--- config.mk ---
export PLATFORM = sky130hd
export DESIGN_NAME = ufs_ctrl
export DESIGN_NICKNAME = d
export VERILOG_FILES = /design/src/hw/rtl/ufs_pkg.sv /design/src/hw/rtl/ufs_ctrl.sv
export SDC_FILE = /design/constraint.sdc
export NUM_CORES = 1
export LEC_CHECK = 0
export BUFFER_PORTS_ARGS = -buffer_cell sky130_fd_sc_hd__buf_4
export CORE_MARGIN = 5
export CORE_UTILIZATION = 33
export CTS_CLUSTER_DIAMETER = 200
export DETAILED_ROUTE_END_ITERATION = 16
export PLACE_DENSITY = 0.57
export SYNTH_ARGS = -nofsm -noshare
export SYNTH_HDL_FRONTEND = slang
export SYNTH_SLANG_ARGS = --single-unit
--- constraint.sdc ---
create_clock -name clk -period 5 [get_ports clk]
set_clock_uncertainty 0.15 [all_clocks]
set_input_delay 0.25 -clock clk [delete_from_list [all_inputs] [get_ports clk]]
set_output_delay 0.25 -clock clk [all_outputs]
set_load 0.05 [all_outputs]
--- src/hw/rtl/ufs_pkg.sv ---
package ufs_pkg;

	localparam int unsigned UFS_NODES = 65536;
	localparam int unsigned ELEM_W    = 16;
	localparam int unsigned CFG_W     = 17;
	localparam int unsigned APB_DW    = 32;
	localparam int unsigned PADDR_W   = 3;

	localparam logic [CFG_W-1:0] NUM_ELEMENTS_RST = 17'd65536;

	// register index, taken from paddr[2]
	localparam logic REG_NUM_ELEMENTS = 1'b0;

	localparam logic REQ_QUERY = 1'b0;
	localparam logic REQ_UNION = 1'b1;

	localparam logic STATUS_OK    = 1'b0;
	localparam logic STATUS_RANGE = 1'b1;

	typedef struct packed {
		logic              same_set;
		logic [ELEM_W-1:0] root_of_a;
		logic [ELEM_W-1:0] root_of_b;
		logic              status;
	} rsp_t;

endpackage

--- src/hw/rtl/ufs_ctrl.sv ---
module ufs_ctrl import ufs_pkg::*; #(
	parameter int unsigned NODES = UFS_NODES
) (
	input  logic                                   clk,
	input  logic                                   arst_n,
	input  logic [CFG_W-1:0]                       num_elements,
	input  logic                                   in_valid,
	output logic                                   in_ready,
	input  logic                                   req_type,
	input  logic [ELEM_W-1:0]                      elem_a,
	input  logic [ELEM_W-1:0]                      elem_b,
	output logic                                   res_valid,
	input  logic                                   res_ready,
	output rsp_t                                   res,
	output logic                                   mem_we,
	output logic [$clog2(NODES)-1:0]               mem_waddr,
	output logic [2*$clog2(NODES):0]               mem_wdata,
	output logic [$clog2(NODES)-1:0]               mem_raddr,
	input  logic [2*$clog2(NODES):0]               mem_rdata
);

	localparam int unsigned AW = $clog2(NODES);
	localparam int unsigned SW = AW + 1;

	typedef enum logic [6:0] {
		S_INIT   = 7'b0000001,
		S_IDLE   = 7'b0000010,
		S_WALK_A = 7'b0000100,
		S_WALK_B = 7'b0001000,
		S_LINK   = 7'b0010000,
		S_GROW   = 7'b0100000,
		S_DONE   = 7'b1000000
	} state_t;

	state_t        state_q, state_d;
	logic [AW-1:0] cnt_q;
	logic          union_q;
	logic [AW-1:0] cur_q, b_q, ra_q, rb_q;
	logic [SW-1:0] sa_q, sb_q;
	rsp_t          res_q;

	logic [AW-1:0] rd_par;
	logic [SW-1:0] rd_size;
	logic [SW-1:0] size_sum;
	logic          at_root;
	logic          a_small;
	logic          in_range;

	assign rd_par   = mem_rdata[AW-1:0];
	assign rd_size  = mem_rdata[SW+AW-1:AW];
	assign at_root  = (rd_par == cur_q);
	assign a_small  = (sa_q < sb_q);
	assign size_sum = sa_q + sb_q;
	assign in_range = (CFG_W'(elem_a) < num_elements) && (CFG_W'(elem_b) < num_elements)
		&& (32'(elem_a) < NODES) && (32'(elem_b) < NODES);

	always_comb begin
		state_d   = state_q;
		in_ready  = 1'b0;
		res_valid = 1'b0;
		mem_we    = 1'b0;
		mem_waddr = cnt_q;
		mem_wdata = {SW'(1), cnt_q};
		mem_raddr = cur_q;
		unique case (state_q)
			S_INIT: begin
				// clearing pass: every entry its own root of size one
				mem_we = 1'b1;
				if (cnt_q == AW'(NODES - 1)) begin
					state_d = S_IDLE;
				end
			end
			S_IDLE: begin
				in_ready  = 1'b1;
				mem_raddr = AW'(elem_a);
				if (in_valid) begin
					state_d = in_range ? S_WALK_A : S_DONE;
				end
			end
			S_WALK_A: begin
				if (at_root) begin
					mem_raddr = b_q;
					state_d   = S_WALK_B;
				end else begin
					mem_raddr = rd_par;
				end
			end
			S_WALK_B: begin
				if (at_root) begin
					state_d = (union_q && (cur_q != ra_q)) ? S_LINK : S_DONE;
				end else begin
					mem_raddr = rd_par;
				end
			end
			S_LINK: begin
				// hang the smaller root under the larger one
				mem_we = 1'b1;
				if (a_small) begin
					mem_waddr = ra_q;
					mem_wdata = {sa_q, rb_q};
				end else begin
					mem_waddr = rb_q;
					mem_wdata = {sb_q, ra_q};
				end
				state_d = S_GROW;
			end
			S_GROW: begin
				mem_we = 1'b1;
				if (a_small) begin
					mem_waddr = rb_q;
					mem_wdata = {size_sum, rb_q};
				end else begin
					mem_waddr = ra_q;
					mem_wdata = {size_sum, ra_q};
				end
				state_d = S_DONE;
			end
			S_DONE: begin
				res_valid = 1'b1;
				if (res_ready) begin
					state_d = S_IDLE;
				end
			end
			default: begin
				state_d = S_INIT;
			end
		endcase
	end

	always_ff @(posedge clk or negedge arst_n) begin
		if (!arst_n) begin
			state_q <= S_INIT;
			cnt_q   <= '0;
		end else begin
			state_q <= state_d;
			if (state_q == S_INIT) begin
				cnt_q <= cnt_q + AW'(1);
			end
		end
	end

	always_ff @(posedge clk) begin
		unique case (state_q)
			S_IDLE: begin
				if (in_valid) begin
					union_q <= (req_type == REQ_UNION);
					cur_q   <= AW'(elem_a);
					b_q     <= AW'(elem_b);
					if (!in_range) begin
						res_q.same_set  <= 1'b0;
						res_q.root_of_a <= '0;
						res_q.root_of_b <= '0;
						res_q.status    <= STATUS_RANGE;
					end
				end
			end
			S_WALK_A: begin
				if (at_root) begin
					ra_q  <= cur_q;
					sa_q  <= rd_size;
					cur_q <= b_q;
				end else begin
					cur_q <= rd_par;
				end
			end
			S_WALK_B: begin
				if (at_root) begin
					rb_q            <= cur_q;
					sb_q            <= rd_size;
					res_q.same_set  <= (cur_q == ra_q);
					res_q.root_of_a <= ELEM_W'(ra_q);
					res_q.root_of_b <= ELEM_W'(cur_q);
					res_q.status    <= STATUS_OK;
				end else begin
					cur_q <= rd_par;
				end
			end
			default: begin
			end
		endcase
	end

	assign res = res_q;

endmodule
==> metrics.txt <==
status=finished, final reports clean; post-synth top area share=44.3%; PostCTS Resize Cnt=0; Synth Area in XOR/XNOR=6.02%; CP Class=reg2out; Tmin final=4.12 ns; Area Overhead vs Synth=33.5%; worst-margin pin slew=1.16 ns; Layout fillers=2518; vias per cell=5.15; synth top area cells=edfxtp_1, ha_1, dfrtp_1; htree depth=4; total wire length=28300 µm; Ports=189; final worst path period share=82.3%; predominant post-synthesis flop cell=edfxtp_1; relative slew slack=22.3%; RePlAce Congestion=0.922; Worst Slack Setup Final=0.884 ns; synth warn=0; leakage power=5.12 nW; Post-Layout Cell Count=1435; GR Overflow Total=0; synthesized area per cell=11.0 µm²; largest family of logic cells by synthesized area=simple AND/OR/NAND/NOR gates; Final Setup Violations=0; pin count of the biggest net entering global routing=36; Detailed Route Iter0 Violations=583; Hold Crit Class=in2reg; Synth Cell Area=9010 µm²; first-pass GRT wire length=43400 µm; CTS tree=built; Synth Register Bits=156; proportion of layout cells with a drive suffix above 1=22.9%; Slew Limit Fails=0; Setup Total Neg Slack=0 ns; CTS Buf Count=17; Seq/Total Area, Yosys=50.7%; routed vias=7389; RSZ-0062 raised after global routing=no; CORE AREA=27000 µm²; via count of the first global-routing pass=7659; Synth cell types=64; Worst-Skew Late Latency=0.43 ns; First-pass DRT Iterations=5; DR WL/cell=19.7 µm; # DRC=0; CP Data Arrival Time=3.72 ns; EDFF count, synth=133; area leader, netlist=edfxtp_1; synthesized instance count=823; syn nets=975; adder-cell share of the synthesized area=9.10%; crit path capture type=primary output; dpl ws=1.37 ns; gr usage total=18.2%; Final ANT Viol Nets=0; Hold Vio Cnt, Final=0; Max IR drop VDD=254 µV; Post-Synth Simple-Gate Area=13.9%; number of buffers added on ports=188; root buf cell=clkbuf_16; Cell Rows=60; post-synthesis mux area share=3.96%; placed insts=1336; height of the die=175 µm; startpoint types=register; antenna violations before repair=0; number of max-cap violations=0; Max Freq=243 MHz; Synth Area in Compound Gates=12.1%; Power Dens Cells=340 nW/µm²; Initial Util=33.4%; Async S/R FF share, synth=14.7%; Required @ worst endpoint=4.60 ns; crit-path max FO=27; Max Buffers Root-to-Sink=2; full die area=30700 µm²; Reg clk slew, reported paths=0.08 ns; CTS Sinks=156; nets@finish=1233; post-DP HPWL=21000 µm; die width=175 µm; total power=4.09 mW; diode count=0
## flip-flops by register name, indices dropped and copies added, names as in the netlist
register,flops
cur_q,16
state_q,7
sb_q,17
sa_q,17
rb_q,16
union_q,1
res,34
b_q,16
cnt_q,16
ra_q,16
## per-layer routing
metal  track usage [%]  wire length [µm]  part of all wire [%]
met1              22.7             12000                    42
met2              31.1             13600                    48
met3              5.53              2400                   8.5
met4              4.26               341                   1.2
met5                 0                 0                     0
## metrics by stage
| step | cell area [µm²] | hold slack (ns) | utilization (%) |
|---|---|---|---|
| final | 12000 | 0.125 | 44.6 |
| after global placement | 10800 | 0.0290 | 40.1 |
| after CTS | 12000 | 0.125 | 44.6 |
| after floorplan | 9010 | -0.196 | - |
| after global routing | 12000 | 0.139 | 44.6 |
| after detailed placement | 10800 | 0.0256 | 40.1 |
## layout by cell type (no fill, tap or decap), types with 25 or more instances in the layout
cell type	instances
mux2i_1	32
a22oi_1	33
xnor2_1	25
a21oi_1	55
nand2_1	101
nor2_1	50
dlygate4sd3_1	67
and2_1	34
ha_1	64
xor2_1	37
buf_4	202
inv_1	54
edfxtp_1	133
## cell families after synthesis
kind of cell	count (synthesis)
AND/OR/NAND/NOR	251
AO/OA/AOI/OAI	171
flip-flops	156
buffers and inverters	84
adder cells (fa/ha/maj)	65
XOR/XNOR	62
multiplexers	34
## power breakdown
part / internal [mW] / switching (mW)
logic: 0.405 / 0.824
clock network: 0.655 / 0.577
registers: 1.52 / 0.107
total: 2.58 / 1.51
## layout make-up
type	count	area [µm²]	area share (%)
Inverter	54	203	1.68
Timing Repair Buffer	269	2190	18.2
Tap cell	341	427	3.55
Clock inverter	14	124	1.03
Multi-Input combinational cell	583	4090	34.0
Sequential cell	156	4570	38.0
Clock buffer	18	429	3.57
## cell usage after synthesis (13+ instances only)
cell type and instances:
xor2_1 37, inv_1 54, edfxtp_1 133, ha_1 64
o22ai_1 17, clkbuf_1 15, nor2_1 52, and2_1 34
a22oi_1 33, mux2i_1 32, a21oi_1 55, dfrtp_1 22
o21ai_0 24, nor4_1 13, nand2_1 101, xnor2_1 25
## worst max-delay path: stages, from the launching register on
cell      delay, ns
edfxtp_1       0.42
ha_1           0.42
nand4_1        0.18
nor4_1         0.48
a21o_2         0.43
buf_4          0.50
mux2i_1        0.14
o21ai_0        0.39
buf_4          0.29
## final timing paths
path	start	endpoint	slack, ns	cells past startpoint
min reg2reg	cnt_q[14]	cnt_q[14]	0.34	1
min	res_ready	state_q[6]	0.12	4
max	sa_q[15]	mem_wdata[15]	0.88	8
max in group asynchronous	arst_n	state_q[0]	4.28	2
min in group asynchronous	arst_n	state_q[1]	0.13	2
max reg2reg	cur_q[12]	cur_q[4]	1.69	9
## repair_timing
| item | in CTS | in global routing |
|---|---|---|
| endpoints found under the hold margin | 90 | 0 |
| buffers inserted | 0 | 0 |
| hold buffers | 67 | 0 |
Power figures use the tool's default switching activity.
